--- src/rtl/core/arq_sender_window_assert.svh ---
// Assertion macros for the ARQ sender window RTL
`ifndef ARQ_SENDER_WINDOW_ASSERT_SVH
`define ARQ_SENDER_WINDOW_ASSERT_SVH
`ifndef SYNTHESIS
// property checked on every rising clock edge, switched off while in reset
`define ARQSW_ASSERT(lbl, clk, rst_n, prop, msg) \
  lbl: assert property (@(posedge clk) disable iff (!rst_n) prop) else $error(msg);
// implication checked on every rising clock edge, switched off while in reset
`define ARQSW_ASSERT_IMPL(lbl, clk, rst_n, ante, cons, msg) \
  lbl: assert property (@(posedge clk) disable iff (!rst_n) (ante) |-> (cons)) else $error(msg);
`else
`define ARQSW_ASSERT(lbl, clk, rst_n, prop, msg)
`define ARQSW_ASSERT_IMPL(lbl, clk, rst_n, ante, cons, msg)
`endif
`endif

--- src/rtl/core/arqsw_pkg.sv ---
// Shared constants, codes and types of the ARQ sender window
package arqsw_pkg;

  localparam int DEPTH  = 8;
  localparam int IDX_W  = (DEPTH > 1) ? $clog2(DEPTH) : 1;
  localparam int CNT_W  = $clog2(DEPTH + 1);
  localparam int SEQ_W  = 16;
  localparam int TIME_W = 32;
  localparam int CMD_W  = 2;
  localparam int KIND_W = 3;

  localparam logic [TIME_W-1:0] TIMEOUT_RST = TIME_W'(1000);
  localparam logic [CNT_W-1:0]  CNT_FULL    = CNT_W'(DEPTH);

  typedef enum logic [CMD_W-1:0] {
    CMD_SEND = 2'd0,
    CMD_ACK  = 2'd1,
    CMD_TICK = 2'd2
  } cmd_t;

  typedef enum logic [KIND_W-1:0] {
    KIND_SENT        = 3'd0,
    KIND_RESENT      = 3'd1,
    KIND_REFUSED     = 3'd2,
    KIND_ACK_OK      = 3'd3,
    KIND_ACK_IGNORED = 3'd4
  } kind_t;

  // result of the shared age / match unit
  typedef struct packed {
    logic match;
    logic stale;
  } age_res_t;

endpackage

--- src/rtl/core/arqsw_ifs.sv ---
// Channel interfaces: command input, result output, configuration write
interface arqsw_in_if;
  logic                       valid;
  logic                       ready;
  logic [arqsw_pkg::CMD_W-1:0] cmd;
  logic [arqsw_pkg::SEQ_W-1:0] seq_number;

  modport source (output valid, output cmd, output seq_number, input ready);
  modport sink   (input valid, input cmd, input seq_number, output ready);
endinterface

interface arqsw_out_if;
  logic                        valid;
  logic                        ready;
  logic [arqsw_pkg::KIND_W-1:0] kind;
  logic [arqsw_pkg::SEQ_W-1:0]  packet_seq;
  logic                        last;

  modport source (output valid, output kind, output packet_seq, output last, input ready);
  modport sink   (input valid, input kind, input packet_seq, input last, output ready);
endinterface

interface arqsw_cfg_if;
  logic                         valid;
  logic                         ready;
  logic [arqsw_pkg::TIME_W-1:0] data;

  modport source (output valid, output data, input ready);
  modport sink   (input valid, input data, output ready);
endinterface

--- src/rtl/core/arqsw_age_unit.sv ---
// Shared compare unit: sequence match and wrapped age against the timeout
module arqsw_age_unit (
  input  logic [arqsw_pkg::TIME_W-1:0] tick_now,
  input  logic [arqsw_pkg::TIME_W-1:0] send_time,
  input  logic [arqsw_pkg::TIME_W-1:0] timeout,
  input  logic [arqsw_pkg::SEQ_W-1:0]  entry_seq,
  input  logic [arqsw_pkg::SEQ_W-1:0]  key_seq,
  output arqsw_pkg::age_res_t          res
);
  import arqsw_pkg::*;

  logic [TIME_W-1:0] waited;

  // modulo 2^32 difference
  assign waited    = tick_now - send_time;
  assign res.stale = (waited > timeout);
  assign res.match = (entry_seq == key_seq);

endmodule

--- src/rtl/core/arq_sender_window.sv ---
// Go-back-N ARQ sender window: top level with sequencer and entry store.
// A send is answered from its own state; an ack or a tick first walks the window.
// Throughput: one item at a time; entries are walked one per cycle through one
// shared age/match unit, also when an item resends a full window.
// Results wait in an output register; a stalled sink holds the walk.
// Reset: synchronous, active low; clears count, tick counter, timeout to 1000.
module arq_sender_window (
  input  logic        clk,
  input  logic        rst_n,
  arqsw_in_if.sink    in_ch,
  arqsw_out_if.source out_ch,
  arqsw_cfg_if.sink   cfg_ch
);
  import arqsw_pkg::*;

  `include "arq_sender_window_assert.svh"

  typedef enum logic [5:0] {
    ST_IDLE      = 6'b000001,
    ST_SEND      = 6'b000010,
    ST_ACK_SCAN  = 6'b000100,
    ST_SHIFT     = 6'b001000,
    ST_TICK_SCAN = 6'b010000,
    ST_RESEND    = 6'b100000
  } state_t;

  state_t state_r, state_nxt;

  logic [SEQ_W-1:0]  seq_mem_r  [DEPTH];
  logic [TIME_W-1:0] time_mem_r [DEPTH];

  logic [CNT_W-1:0]  count_r, count_nxt;
  logic [CNT_W-1:0]  idx_r, idx_nxt;
  logic [TIME_W-1:0] tick_r, tick_nxt;
  logic [TIME_W-1:0] timeout_r;
  logic [SEQ_W-1:0]  key_r, key_nxt;

  logic              out_vld_r, out_vld_nxt;
  logic [KIND_W-1:0] out_kind_r, out_kind_nxt;
  logic [SEQ_W-1:0]  out_seq_r, out_seq_nxt;
  logic              out_last_r, out_last_nxt;
  logic              out_load;
  logic              slot_free;

  logic              in_acc;
  cmd_t              in_cmd;
  logic [CNT_W-1:0]  idx_inc;
  logic              idx_in_win;
  logic [CNT_W-1:0]  rd_idx;
  logic [IDX_W-1:0]  rd_addr;
  logic [SEQ_W-1:0]  rd_seq_r;
  logic [TIME_W-1:0] rd_time_r;
  age_res_t          age;

  logic              wr_en;
  logic [IDX_W-1:0]  wr_addr;
  logic [SEQ_W-1:0]  wr_seq;
  logic [TIME_W-1:0] wr_time;

  logic              ack_done;
  logic              tick_acc;

  assign in_ch.ready  = (state_r == ST_IDLE);
  assign in_acc       = in_ch.valid && in_ch.ready;
  assign in_cmd       = cmd_t'(in_ch.cmd);
  assign cfg_ch.ready = 1'b1;

  assign out_ch.valid      = out_vld_r;
  assign out_ch.kind       = out_kind_r;
  assign out_ch.packet_seq = out_seq_r;
  assign out_ch.last       = out_last_r;
  assign slot_free         = !out_vld_r || out_ch.ready;

  assign idx_inc    = idx_r + 1'b1;
  assign idx_in_win = (idx_r < count_r);
  // fetch for the next cycle; the shift step reads the entry above the one it writes
  assign rd_idx     = (state_nxt == ST_SHIFT) ? idx_nxt + 1'b1 : idx_nxt;
  assign rd_addr    = rd_idx[IDX_W-1:0];

  arqsw_age_unit u_age (
    .tick_now  (tick_r),
    .send_time (rd_time_r),
    .timeout   (timeout_r),
    .entry_seq (rd_seq_r),
    .key_seq   (key_r),
    .res       (age)
  );

  always_comb begin
    state_nxt    = state_r;
    count_nxt    = count_r;
    idx_nxt      = idx_r;
    tick_nxt     = tick_r;
    key_nxt      = key_r;
    out_load     = 1'b0;
    out_kind_nxt = out_kind_r;
    out_seq_nxt  = out_seq_r;
    out_last_nxt = out_last_r;
    wr_en        = 1'b0;
    wr_addr      = idx_r[IDX_W-1:0];
    wr_seq       = rd_seq_r;
    wr_time      = rd_time_r;

    unique case (state_r)
      ST_IDLE: begin
        if (in_acc) begin
          key_nxt = in_ch.seq_number;
          idx_nxt = '0;
          unique case (in_cmd)
            CMD_SEND: state_nxt = ST_SEND;
            CMD_ACK:  state_nxt = ST_ACK_SCAN;
            CMD_TICK: begin
              tick_nxt  = tick_r + 1'b1;
              state_nxt = ST_TICK_SCAN;
            end
            default: state_nxt = ST_IDLE;
          endcase
        end
      end

      ST_SEND: begin
        if (slot_free) begin
          out_load     = 1'b1;
          out_seq_nxt  = key_r;
          out_last_nxt = 1'b1;
          state_nxt    = ST_IDLE;
          if (count_r == CNT_FULL) begin
            out_kind_nxt = KIND_REFUSED;
          end else begin
            out_kind_nxt = KIND_SENT;
            wr_en        = 1'b1;
            wr_addr      = count_r[IDX_W-1:0];
            wr_seq       = key_r;
            wr_time      = tick_r;
            count_nxt    = count_r + 1'b1;
          end
        end
      end

      ST_ACK_SCAN: begin
        if (idx_in_win) begin
          if (age.match) begin
            if (age.stale) begin
              idx_nxt   = '0;
              state_nxt = ST_RESEND;
            end else begin
              state_nxt = ST_SHIFT;
            end
          end else begin
            idx_nxt = idx_inc;
          end
        end else if (slot_free) begin
          out_load     = 1'b1;
          out_kind_nxt = KIND_ACK_IGNORED;
          out_seq_nxt  = key_r;
          out_last_nxt = 1'b1;
          state_nxt    = ST_IDLE;
        end
      end

      ST_SHIFT: begin
        if (idx_inc < count_r) begin
          // close the gap left by the acked entry
          wr_en   = 1'b1;
          idx_nxt = idx_inc;
        end else if (slot_free) begin
          count_nxt    = count_r - 1'b1;
          out_load     = 1'b1;
          out_kind_nxt = KIND_ACK_OK;
          out_seq_nxt  = key_r;
          out_last_nxt = 1'b1;
          state_nxt    = ST_IDLE;
        end
      end

      ST_TICK_SCAN: begin
        if (!idx_in_win) begin
          state_nxt = ST_IDLE;
        end else if (age.stale) begin
          idx_nxt   = '0;
          state_nxt = ST_RESEND;
        end else begin
          idx_nxt = idx_inc;
        end
      end

      ST_RESEND: begin
        if (slot_free) begin
          wr_en        = 1'b1;
          wr_time      = tick_r;
          out_load     = 1'b1;
          out_kind_nxt = KIND_RESENT;
          out_seq_nxt  = rd_seq_r;
          out_last_nxt = (idx_inc == count_r);
          idx_nxt      = idx_inc;
          if (idx_inc == count_r) begin
            state_nxt = ST_IDLE;
          end
        end
      end

      default: state_nxt = ST_IDLE;
    endcase
  end

  assign out_vld_nxt = out_load ? 1'b1 : (out_vld_r && !out_ch.ready);

  always_ff @(posedge clk) begin
    if (!rst_n) begin
      state_r   <= ST_IDLE;
      count_r   <= '0;
      idx_r     <= '0;
      tick_r    <= '0;
      timeout_r <= TIMEOUT_RST;
      out_vld_r <= 1'b0;
    end else begin
      state_r   <= state_nxt;
      count_r   <= count_nxt;
      idx_r     <= idx_nxt;
      tick_r    <= tick_nxt;
      out_vld_r <= out_vld_nxt;
      if (cfg_ch.valid && cfg_ch.ready) begin
        timeout_r <= cfg_ch.data;
      end
    end
  end

  always_ff @(posedge clk) begin
    key_r      <= key_nxt;
    out_kind_r <= out_kind_nxt;
    out_seq_r  <= out_seq_nxt;
    out_last_r <= out_last_nxt;
  end

  always_ff @(posedge clk) begin
    if (wr_en) begin
      seq_mem_r[wr_addr]  <= wr_seq;
      time_mem_r[wr_addr] <= wr_time;
    end
    rd_seq_r  <= seq_mem_r[rd_addr];
    rd_time_r <= time_mem_r[rd_addr];
  end

  assign ack_done = out_load && (out_kind_nxt == KIND_ACK_OK);
  assign tick_acc = in_acc && (in_cmd == CMD_TICK);

  `ARQSW_ASSERT(a_count_range, clk, rst_n, count_r <= CNT_FULL, "window count beyond depth")
  `ARQSW_ASSERT_IMPL(a_resend_cnt, clk, rst_n, state_r == ST_RESEND, count_r != '0, "empty resend")
  `ARQSW_ASSERT_IMPL(a_ack_drop, clk, rst_n, ack_done, count_nxt == count_r - 1'b1, "ack kept")
  `ARQSW_ASSERT_IMPL(a_tick_only_on_cmd, clk, rst_n, !tick_acc, ##1 $stable(tick_r), "stray tick")
  `ARQSW_ASSERT_IMPL(a_load_slot_free, clk, rst_n, out_load, slot_free, "result overwritten")

endmodule

--- src/flat_wrapper.sv ---
// flat-port wrapper written by rule: the top's interface ports become plain ports
module arq_sender_window_flat import arqsw_pkg::*;
  (clk, rst_n, in_ch_valid, in_ch_cmd, in_ch_seq_number, in_ch_ready, out_ch_valid, out_ch_kind, out_ch_packet_seq, out_ch_last, out_ch_ready, cfg_ch_valid, cfg_ch_data, cfg_ch_ready);
  arqsw_in_if in_ch_i ();
  arqsw_out_if out_ch_i ();
  arqsw_cfg_if cfg_ch_i ();
  input  logic clk;
  input  logic rst_n;
  input wire logic [$bits(in_ch_i.valid)-1:0] in_ch_valid;
  input wire logic [$bits(in_ch_i.cmd)-1:0] in_ch_cmd;
  input wire logic [$bits(in_ch_i.seq_number)-1:0] in_ch_seq_number;
  output wire logic [$bits(in_ch_i.ready)-1:0] in_ch_ready;
  output wire logic [$bits(out_ch_i.valid)-1:0] out_ch_valid;
  output wire logic [$bits(out_ch_i.kind)-1:0] out_ch_kind;
  output wire logic [$bits(out_ch_i.packet_seq)-1:0] out_ch_packet_seq;
  output wire logic [$bits(out_ch_i.last)-1:0] out_ch_last;
  input wire logic [$bits(out_ch_i.ready)-1:0] out_ch_ready;
  input wire logic [$bits(cfg_ch_i.valid)-1:0] cfg_ch_valid;
  input wire logic [$bits(cfg_ch_i.data)-1:0] cfg_ch_data;
  output wire logic [$bits(cfg_ch_i.ready)-1:0] cfg_ch_ready;
  assign in_ch_i.valid = in_ch_valid;
  assign in_ch_i.cmd = in_ch_cmd;
  assign in_ch_i.seq_number = in_ch_seq_number;
  assign in_ch_ready = in_ch_i.ready;
  assign out_ch_valid = out_ch_i.valid;
  assign out_ch_kind = out_ch_i.kind;
  assign out_ch_packet_seq = out_ch_i.packet_seq;
  assign out_ch_last = out_ch_i.last;
  assign out_ch_i.ready = out_ch_ready;
  assign cfg_ch_i.valid = cfg_ch_valid;
  assign cfg_ch_i.data = cfg_ch_data;
  assign cfg_ch_ready = cfg_ch_i.ready;
  arq_sender_window u_core (.clk(clk), .rst_n(rst_n), .in_ch(in_ch_i), .out_ch(out_ch_i), .cfg_ch(cfg_ch_i));
endmodule
--- config.mk ---
export PLATFORM = sky130hd
export DESIGN_NAME = arq_sender_window_flat
export DESIGN_NICKNAME = d
export VERILOG_FILES = /design/src/rtl/core/arqsw_pkg.sv /design/src/rtl/core/arqsw_ifs.sv /design/src/rtl/core/arqsw_age_unit.sv /design/src/rtl/core/arq_sender_window.sv /design/src/flat_wrapper.sv
export VERILOG_INCLUDE_DIRS = /design/src /design/src/rtl/core
export SDC_FILE = /design/constraint.sdc
export NUM_CORES = 1
export LEC_CHECK = 0
export BUFFER_PORTS_ARGS = -buffer_cell sky130_fd_sc_hd__buf_2
export CORE_UTILIZATION = 40
export CTS_CLUSTER_DIAMETER = 200
export CTS_CLUSTER_SIZE = 20
export DETAILED_ROUTE_END_ITERATION = 8
export PLACE_DENSITY = 0.64
export REMOVE_ABC_BUFFERS = 1
export SLEW_MARGIN = 20
export SYNTH_ARGS = -nofsm -noshare
export SYNTH_HDL_FRONTEND = slang
export SYNTH_SLANG_ARGS = --single-unit
--- constraint.sdc ---
create_clock -name clk -period 7.5 [get_ports clk]
set_clock_uncertainty 0.1 [all_clocks]
set_input_delay 0.75 -clock clk [delete_from_list [all_inputs] [get_ports clk]]
set_output_delay 0.75 -clock clk [all_outputs]
set_load 0.02 [all_outputs]
==> Word-level counts from Yosys, hierarchy flattened <==
Memories as Yosys holds them, arrays and structs flattened. A register that Yosys moved wholly into a read port is not among the register bits.
Index checks and enable logic that the tools add are counted.
{ "word_totals": {"register_bits": 115, "ramBits": 384, "inputBits": 55, "out_inout_bits": 23, "wordCells": 120, "n_memories": 2} }
{ "op_classes": {"addsub": 6, "order_cmp": 3, "eq_ne": 19, "n_mux": 66, "n_reduce_logical": 14} }
{ "memory_table": {"columns": ["name", "depth", "word_bits", "read_ports", "rd_clocked_by_memory_dff", "wr", "line_no", "source"], "rows": [
  ["u_core.time_mem_r", 8, 32, 1, 1, 1, "arq_sender_window.sv:30", "logic [TIME_W-1:0] time_mem_r [DEPTH];"],
  ["u_core.seq_mem_r", 8, 16, 1, 1, 1, "arq_sender_window.sv:29", "logic [SEQ_W-1:0] seq_mem_r [DEPTH];"]
]} }
{ "op_table": {"columns": ["op", "count"], "rows": [
  ["16-bit 2-to-1 mux", 7],
  ["32-bit 2-to-1 mux", 3],
  ["16-bit case mux with 4 select lines", 1],
  ["32-bit case mux with 2 select lines", 1],
  ["6-bit 2-to-1 mux", 10],
  ["4-bit 2-to-1 mux", 12],
  ["6-bit case mux with 6 select lines", 1],
  ["32-bit by 1-bit adder with 32-bit output, second input constant", 1],
  ["32-bit > comparator", 1],
  ["32-bit subtractor", 1],
  ["3-bit 2-to-1 mux", 10],
  ["4-bit case mux with 5 select lines", 1],
  ["16-bit equality test", 1],
  ["5-bit case mux with 3 select lines", 1],
  ["1-bit 2-to-1 mux", 13],
  ["6-bit by 4-bit equality test with 1-bit output, second input constant", 2],
  ["3-bit case mux with 4 select lines", 1],
  ["4-bit by 1-bit adder with 4-bit output, second input constant", 2],
  ["4-bit < comparator", 2],
  ["2-bit by 1-bit != test with 1-bit output, second input constant", 4],
  ["4-bit case mux with 2 select lines", 1],
  ["7-bit AND reduction", 1],
  ["6-bit by 1-bit equality test with 1-bit output, second input constant", 1],
  ["6-bit by 2-bit equality test with 1-bit output, second input constant", 1],
  ["other kinds (24)", 29]
]} }

==> Depth between registers and ports, before layout <==
Gate-level depths: netlist of run 1.
{ "logic_depth": {"ltp_word": 8, "mapped_depth": 31, "mapped_depth_nobuf": 29} }

==> Modules after synthesis <==
From an unflattened synthesis of run 1, not the netlist that was laid out.
{ "hier_totals": {"hier_cells": 1876, "hier_area_um2": 25049.0} }
{ "by_module_without_submodules": {"columns": ["module", "instances", "cells_per_inst", "area_each_um2", "seq_area_each_um2"], "rows": [
  ["arq_sender_window", 1, 1467, 22163.8, 15154.5],
  ["arqsw_age_unit", 1, 409, 2885.3, 0.0]
]} }

==> Worst setup path before layout of run 1 <==
Ideal clock, no wire load.
{ "synth_path": {"kind": "register to register", "from": "reg u_core.tick_r[0]", "to": "reg u_core.rd_seq_r[10], read port of u_core.seq_mem_r", "arrival_ns": 6.111, "required_ns": 7.279, "slack_ns": 1.169, "path_stages_with_launch": 32, "path_buffers": 2, "synth_period_minus_slack_ns": 6.331, "cell_sequence": "dfxtp_1 -> inv_1 -> ha_1 -> inv_1 -> fa_1 -> a211oi_1 -> o2111ai_1 -> o211ai_1 -> o22ai_1 -> a2bb2oi_1 -> a211oi_1 -> o31ai_1 -> nand2b_1 -> a21oi_1 -> xnor2_1 -> ha_1 -> nand4_1 -> or4_4 -> or2_1 -> a311oi_4 -> nor2_1 -> a211o_1 -> o21ai_2 -> inv_1 -> ha_1 -> nor2_2 -> a31oi_4 -> buf_6 -> buf_6 -> mux2i_1 -> mux2i_1 -> mux2_2"} }
{ "synth_between": {"elab_chain_cells": 8, "word_cells_on_any_way": 17, "cone_classes": "add/sub (2); order compare (1); eq/ne (1); mux (13)"} }
{ "synth_rtl": {"columns": ["element", "line_no", "source"], "rows": [
  ["from (decl)", "arq_sender_window.sv:34", "logic [TIME_W-1:0] tick_r, tick_nxt;"],
  ["from (signal assigned)", "arq_sender_window.sv:220", "tick_r <= tick_nxt;"],
  ["32-bit subtractor (*)", "arqsw_age_unit.sv:15", "assign waited = tick_now - send_time;"],
  ["32-bit > comparator (*)", "arqsw_age_unit.sv:16", "assign res.stale = (waited > timeout);"],
  ["4-bit 2-to-1 mux", "arq_sender_window.sv:143", "if (age.stale) begin"],
  ["4-bit 2-to-1 mux", "arq_sender_window.sv:142", "if (age.match) begin"],
  ["4-bit 2-to-1 mux", "arq_sender_window.sv:141", "if (idx_in_win) begin"],
  ["4-bit case mux with 5 select lines (*)", "arq_sender_window.sv:104", "unique case (state_r)"],
  ["via u_core.idx_nxt[0]", "arq_sender_window.sv:33", "logic [CNT_W-1:0] idx_r, idx_nxt;"],
  ["3-bit by 1-bit adder with 3-bit output", "arq_sender_window.sv:77", "assign rd_idx = (state_nxt == ST_SHIFT) ? idx_nxt + 1'b1 : idx_nxt;"],
  ["3-bit 2-to-1 mux (*)", "arq_sender_window.sv:77", null],
  ["to (decl)", "arq_sender_window.sv:51", "logic [SEQ_W-1:0] rd_seq_r;"]
]} }
The timed path passes the listed nets; every way through them passes the cells marked *.
A chain may end at the register's enable or synchronous reset.

==> Worst setup path in the final report of run 1 <==
{ "layout_path": {"from": "reg u_core.rd_time_r[2], read port of u_core.time_mem_r", "to": "reg u_core.rd_time_r[0], read port of u_core.time_mem_r"} }
{ "layout_between": {"elab_chain_cells": 8, "word_cells_on_any_way": 17, "cone_classes": "add/sub (2); order compare (1); eq/ne (1); mux (13)"} }
{ "layout_rtl": {"columns": ["element", "line_no", "source"], "rows": [
  ["from (decl)", "arq_sender_window.sv:52", "logic [TIME_W-1:0] rd_time_r;"],
  ["32-bit subtractor (*)", "arqsw_age_unit.sv:15", null],
  ["32-bit > comparator (*)", "arqsw_age_unit.sv:16", null],
  ["4-bit 2-to-1 mux", "arq_sender_window.sv:143", null],
  ["4-bit 2-to-1 mux", "arq_sender_window.sv:142", null],
  ["4-bit 2-to-1 mux", "arq_sender_window.sv:141", null],
  ["4-bit case mux with 5 select lines (*)", "arq_sender_window.sv:104", null],
  ["via u_core.idx_nxt[0]", "arq_sender_window.sv:33", null],
  ["3-bit by 1-bit adder with 3-bit output", "arq_sender_window.sv:77", null],
  ["3-bit 2-to-1 mux (*)", "arq_sender_window.sv:77", null]
]} }
Marks and branches as above.

==> results of run 1 <==
## through the flow
step / utilization / total power (W)
global placement: 0.429 / 0.00350
CTS: 0.444 / 0.00523
global route: 0.450 / 0.00536
detailed placement: 0.429 / 0.00350
floorplan: - / 0.00343
finish: 0.450 / 0.00518
## placed cells by master, fill, tap and decap left out, drive strengths merged, types with 3 or more instances in the layout
master,count
and3,13
mux2,65
inv,87
a31oi,11
clkbuf,62
buf,128
or4,3
nor2,41
o22ai,3
ha,76
mux2i,315
o21a,8
o21ai,30
nand4,18
nor4,7
xor2,16
nand3b,11
dfxtp,127
nand2,170
xnor2,63
nand2b,5
o21bai,5
o211ai,16
nand3,64
a21o,26
or2,7
nor2b,34
and2,36
or3,8
a211oi,8
edfxtp,420
a21oi,45
a21boi,8
nor3,17
## synthesized netlist by cell type, drive strengths merged (13+ instances only)
master  instances
ha             76
mux2i         315
mux2           65
dfxtp         127
nor2b          34
nor2           41
nand2         170
clkbuf         40
nand4          18
o211ai         16
nor3           17
and2           36
inv            86
buf            39
o21ai          30
xnor2          63
and3           13
edfxtp        420
nand3          64
a21oi          45
a21o           26
xor2           16
## where the power goes
part / switching, W / internal, W
Combinational: 0.0000957 / 0.0000630
Sequential: 0.0000200 / 0.00325
Clock: 0.000964 / 0.000789
Total: 0.00108 / 0.00410
## registers in the layout, indices dropped and copies added (netlist names), 3 cells and up
name / cells
u_core.count_r: 4
u_core.idx_r: 4
u_core.key_r: 16
u_core.out_ch.kind: 3
u_core.out_ch.packet_seq: 16
u_core.rd_seq_r: 16
u_core.rd_time_r: 32
u_core.seq_mem_r: 128
u_core.state_r: 6
u_core.tick_r: 32
u_core.time_mem_r: 256
u_core.timeout_r: 32
## routing by layer
layer / up-vias / GRT usage / routed length, um
li1: 6995 / - / -
met1: 7309 / 0.235 / 25500
met2: 397 / 0.301 / 27700
met3: 88 / 0.0244 / 3060
met4: 2 / 0.0445 / 1290
met5: - / 0 / 13
## worst paths after layout
path / from / to / cells past startpoint
worst max register to register: u_core.rd_time_r[2] / u_core.rd_time_r[0] / 30
worst max-delay path: u_core.rd_time_r[2] / u_core.rd_time_r[0] / 30
worst min-delay path: in_ch_seq_number[3] / u_core.key_r[3] / 1
worst min register to register: u_core.timeout_r[8] / u_core.timeout_r[8] / 2
## timing repair
item                                    in CTS  in global routing
endpoints found under the setup margin       2                 48
cloned                                       0                  6
pin swaps                                    0                  9
setup buffers                                0                 15
gates resized for setup                      1                 26
## kinds of logic after synthesis
logic type	share of synthesized area
xor+xnor	0.0284
compound gates	0.0483
mux	0.155
simple gates	0.0896
flops	0.606
fa+ha+maj	0.0396
buf+inv	0.0331
other cells	0.000150
## area by class of cell
class | instances | area share
flip-flops and latches | 547 | 0.546
multi-input cells | 1156 | 0.332
repair buffers | 134 | 0.0405
well taps | 837 | 0.0377
clock buffers | 56 | 0.0313
inverters | 86 | 0.0116
clock inverters | 2 | 0.000901
==> qor.txt, run 1 <==
status -> finished clean
GRT Overall Usage -> 0.176
Post-synth EDFFs -> 420
post-synthesis cell type count -> 71
CTS Hold Bufs -> 0
placed instance count -> 2,739
Worst EP required -> 7.90 ns
fraction of registers with async set/reset -> 0
Leakage -> 9.57 nW
Seq/Total Area, Yosys -> 0.606
cell family with most CP delay -> compound AO/OA/AOI/OAI gates
critical path fanouts, max -> 12
WP data arrival -> 7.58 ns
Clock Pin Slew Worst Setup and Hold Paths -> 0.08 ns
H-tree levels -> 1
antenna violations before repair -> 2
Post-DRT Antenna Nets -> 0
Via Count -> 14,800
Setup TNS -> 0 ns
GP Congestion -> 0.838
Placement Setup Slack -> 0.0286 ns
nets -> 2,089
clock sink total -> 547
crit-path most repeated cell -> ha_1
first-pass GRT wire length -> 86,300 um
Detailed Routing Iterations Pass 1 -> 6
Buffers on Ports -> 76
DP HPWL -> 35,700 um
CP Class -> flop to flop
largest area contributor in the netlist -> edfxtp_1
Worst setup EP type -> flop
Die X -> 252 um
Die Ht -> 252 um
worst vdd ir -> 167 uV
vias in the first global route -> 14,600
IO Count -> 78
HP Class -> input port to flop
Fillers -> 5,501
minimum clock period -> 7.18 ns
Worst-Skew Late Latency -> 0.62 ns
share of the synthesized area in the top cell type -> 0.504
Most used DFF post-synth -> edfxtp_1
# Max-Cap Violations -> 0
pin count of the biggest net entering global routing -> 76
via/cell ratio -> 5.25
share of layout cells above drive strength 1 -> 0.143
DRT Wirelength -> 57,500 um
core area -> 0.0617 mm2
Pins Over Slew Limit -> 0
Slew @ Worst Pin -> 1.13 ns
Register Area -> 0.0152 mm2
Syn Area/Cell -> 13.4 um2
area post-placement -> 0.0265 mm2
R2R setup slack -> 0.32 ns
Remaining DRCs -> 0
Bufs and invs on worst path -> 5
Max Fclk -> 0.139 GHz
Routed wire per std cell -> 20.4 um
Final setup viols -> 0
slowest cell delay on critical path -> 0.59 ns
cell at the root of the clock tree -> clkbuf_16
Final Hold Vio Count -> 0
ANT cells -> 0
Max-Slew Margin vs Limit -> 0.243
Num CTS Buffers -> 31
full die area -> 0.0636 mm2
drt initial violations -> 1,019
CTS tree -> done
Placement Rows -> 91
initial core utilization -> 0.405
buffer depth of the longest clock path -> 3
Final Cell Area -> 0.0278 mm2
area of the multi-input gates -> 0.00922 mm2
synth top area cells -> edfxtp_1, mux2i_1, dfxtp_1
Crit-path slowest cell -> or4_4
synthesized instance count -> 1,868
P per Cell Area -> 187 mW/mm2
Area growth syn-to-layout -> 11.0%
Ys Warns -> 0
final worst-path cycle share -> 0.957
final cell count without fillers -> 2,818
GR Overflow Total -> 0
#FFs+latches synth -> 547
setup ws final -> 0.320 ns
Fin Hold WS -> 0.208 ns
Post-Syn Area -> 0.0250 mm2
CP Launch Type -> flop
Power figures use the tool's default switching activity.
==> inputs of run 2 (changes only) <==
CORE_UTILIZATION = 62   (was 40)
PLACE_DENSITY = 0.88   (was 0.64)
==> run 2 against run 1 <==
Final area is 2.7% lower; combinational power hardly changed; register-to-register slack worse by 0.07 ns; critical endpoint is now u_core.rd_time_r[6].
==> qor.txt, run 2 (synthesis results as in run 1) <==
status -> finished clean (unchanged)
# Max-Cap Violations -> 0 (unchanged)
reg2reg end -> u_core.rd_time_r[6] (was u_core.rd_time_r[0])
minimum clock period -> 7.25 ns (was 7.18 ns)
Setup TNS -> 0 ns (unchanged)
RSZ-0062 raised after global routing -> yes
HP Class -> input port to flop (unchanged)
GR Overflow Total -> 0 (unchanged)
Die Ht -> 203 um (was 252 um)
full die area -> 0.0412 mm2 (was 0.0636 mm2)
Detailed Routing Iterations Pass 1 -> 7 (was 6)
Worst setup EP type -> flop (unchanged)
Biggest register -> u_core.time_mem_r (unchanged)
drt initial violations -> 1,479 (was 1,019)
antenna violations before repair -> 0 (was 2)
most frequent cells in the layout -> edfxtp_1, mux2i_1, nand2_1 (unchanged)
cell-internal power -> 0.00410 W (about the same)
Pins Over Slew Limit -> 0 (unchanged)
initial core utilization -> 0.630 (was 0.405)
Buffers on Ports -> 76 (unchanged)
highest layer used for signal routing -> met4 (was met5)
Area growth syn-to-layout -> 8.01% (was 11.0%)
Via Count -> 15,200 (was 14,800)
core area -> 0.0397 mm2 (was 0.0617 mm2)
buffer depth of the longest clock path -> 3 (unchanged)
DRT Wirelength -> 54,500 um (was 57,500 um)
Slew @ Worst Pin -> 1.13 ns (about the same)
GRT Overall Usage -> 0.264 (was 0.176)
P per Cell Area -> 191 mW/mm2 (was 187 mW/mm2)
number of flip-flops in the largest register -> 256 (unchanged)
met2 WL -> 27,100 um (was 27,700 um)
H-tree levels -> 1 (unchanged)
GP Congestion -> 0.923 (was 0.838)
CTS Hold Bufs -> 0 (unchanged)
clock sink total -> 547 (unchanged)
Final Hold Vio Count -> 0 (unchanged)
sw power -> 0.00106 W (was 0.00108 W)
Clock Power Share -> 0.336 (was 0.338)
R2R setup slack -> 0.25 ns (was 0.32 ns)
Critical Path Source -> u_core.tick_r[0] (was u_core.rd_time_r[2])
Worst-Skew Late Latency -> 0.61 ns (was 0.62 ns)
Worst setup endpoint -> u_core.rd_time_r[6] (was u_core.rd_time_r[0])
IO Count -> 78 (unchanged)
Post-DRT Antenna Nets -> 0 (unchanged)
Crit-path slowest cell -> or4_4 (unchanged)
CP Launch Type -> flop (unchanged)
pin count of the biggest net entering global routing -> 76 (unchanged)
Placement Setup Slack -> -0.0161 ns (was 0.0286 ns)
sw frac -> 0.205 (was 0.208)
share of layout cells above drive strength 1 -> 0.130 (was 0.143)
Worst EP required -> 7.89 ns (was 7.90 ns)
Comb pwr share -> 0.030 (was 0.031)
Routed wire per std cell -> 21.9 um (was 20.4 um)
Fin Hold WS -> 0.221 ns (was 0.208 ns)
Num CTS Buffers -> 31 (unchanged)
Leakage -> 9.42 nW (was 9.57 nW)
CP Class -> flop to flop (unchanged)
via/cell ratio -> 6.10 (was 5.25)
Remaining DRCs -> 0 (unchanged)
final worst-path cycle share -> 0.967 (was 0.957)
first-pass GRT wire length -> 84,300 um (was 86,300 um)
cell at the root of the clock tree -> clkbuf_16 (unchanged)
Max Fclk -> 0.138 GHz (was 0.139 GHz)
Final setup viols -> 0 (unchanged)
worst vdd ir -> 180 uV (was 167 uV)
Top Registers -> u_core.time_mem_r: 256 flops, u_core.seq_mem_r: 128 flops (unchanged)
critical path fanouts, max -> 12 (unchanged)
area post-placement -> 0.0260 mm2 (was 0.0265 mm2)
vias in the first global route -> 15,200 (was 14,600)
met3 WL post-DR -> 3790 um (was 3060 um)
Max-Slew Margin vs Limit -> 0.243 (about the same)
Placement Rows -> 73 (was 91)
FF-to-FF path depth -> 31 (was 30)
Seq pwr share -> 0.634 (was 0.631)
most common cell after layout, fill and taps aside -> edfxtp_1 (unchanged)
final core occ -> 0.680 (was 0.450)
nets -> 2,071 (was 2,089)
CTS tree -> done (unchanged)
setup ws final -> 0.249 ns (was 0.320 ns)
Clock Pin Slew Worst Setup and Hold Paths -> 0.08 ns (about the same)
Fillers -> 2,597 (was 5,501)
Die X -> 203 um (was 252 um)
slowest cell delay on critical path -> 0.61 ns (was 0.59 ns)
Met1 Wirelength -> 22,300 um (was 25,500 um)
DP HPWL -> 34,100 um (was 35,700 um)
WP data arrival -> 7.64 ns (was 7.58 ns)
R2R Path Start -> u_core.tick_r[0] (was u_core.rd_time_r[2])
ANT cells -> 0 (unchanged)
Final Cell Area -> 0.0270 mm2 (was 0.0278 mm2)
-- run 2: what timing repair did --
| action | CTS | global route |
|---|---|---|
| gates cloned | 0 | 1 |
| buffers inserted | 0 | 6 |
| setup endpoints to repair | 6 | 48 |
| pin swaps | 0 | 5 |
| resized for setup | 1 | 12 |
-- run 2: per-layer routing --
| metal | up-vias | global-route usage |
|---|---|---|
| li1 | 6968 | - |
| met1 | 7469 | 0.350 |
| met2 | 646 | 0.457 |
| met3 | 96 | 0.0265 |
| met4 | 0 | 0.0830 |
| met5 | - | 0 |
-- run 2: how the worst min path moves through the flow --
stage | from | to | slack (ns) | cells past startpoint
after floorplan | u_core.timeout_r[3] | u_core.timeout_r[3] | 0.36 | 2
after global placement | u_core.timeout_r[9] | u_core.timeout_r[9] | 0.38 | 2
after detailed placement | u_core.timeout_r[9] | u_core.timeout_r[9] | 0.39 | 2
after CTS | in_ch_seq_number[9] | u_core.key_r[9] | 0.20 | 1
after global routing | in_ch_seq_number[7] | u_core.key_r[7] | 0.21 | 1
final | in_ch_seq_number[0] | u_core.key_r[0] | 0.22 | 1
-- run 2: through the flow --
step,std cells,total power (W)
4_1_cts,2481,0.00518
6_report,2488,0.00516
5_1_grt,2488,0.00529
3_5_place_dp,2423,0.00349
3_3_place_gp,2423,0.00349
2_1_floorplan,1789,0.00343
-- run 2: power by group through the flow --
stage,clock network [W],logic (W),registers [W]
final,0.00173,0.000156,0.00327
after global routing,0.00185,0.000172,0.00327
after detailed placement,0,0.000153,0.00334
after floorplan,0,0.0000922,0.00334
after global placement,0,0.000146,0.00334
after CTS,0.00175,0.000155,0.00327
-- run 2: cell type report --
| cell class | instances | area (um2) | share of cell area |
|---|---|---|---|
| sequential | 547 | 15200 | 0.561 |
| multi-input combinational | 1156 | 9170 | 0.339 |
| clock buffer | 56 | 870 | 0.0322 |
| timing repair buffer | 116 | 832 | 0.0308 |
| tap | 525 | 657 | 0.0243 |
| inverter | 86 | 323 | 0.0119 |
| clock inverter | 2 | 25.0 | 0.000926 |
-- run 2: worst max-delay path, delay by kind of cell, from the launching register on --
family                     cells  cell delay (ns)
AOI/OAI and AO/OA             12             2.79
xor gates and xnor gates       1             0.09
adders and majority gates      4             1.14
buffers and inverters          5             0.65
DFF                            1             0.35
muxes                          3             0.69
and+or+nand+nor                6             1.30
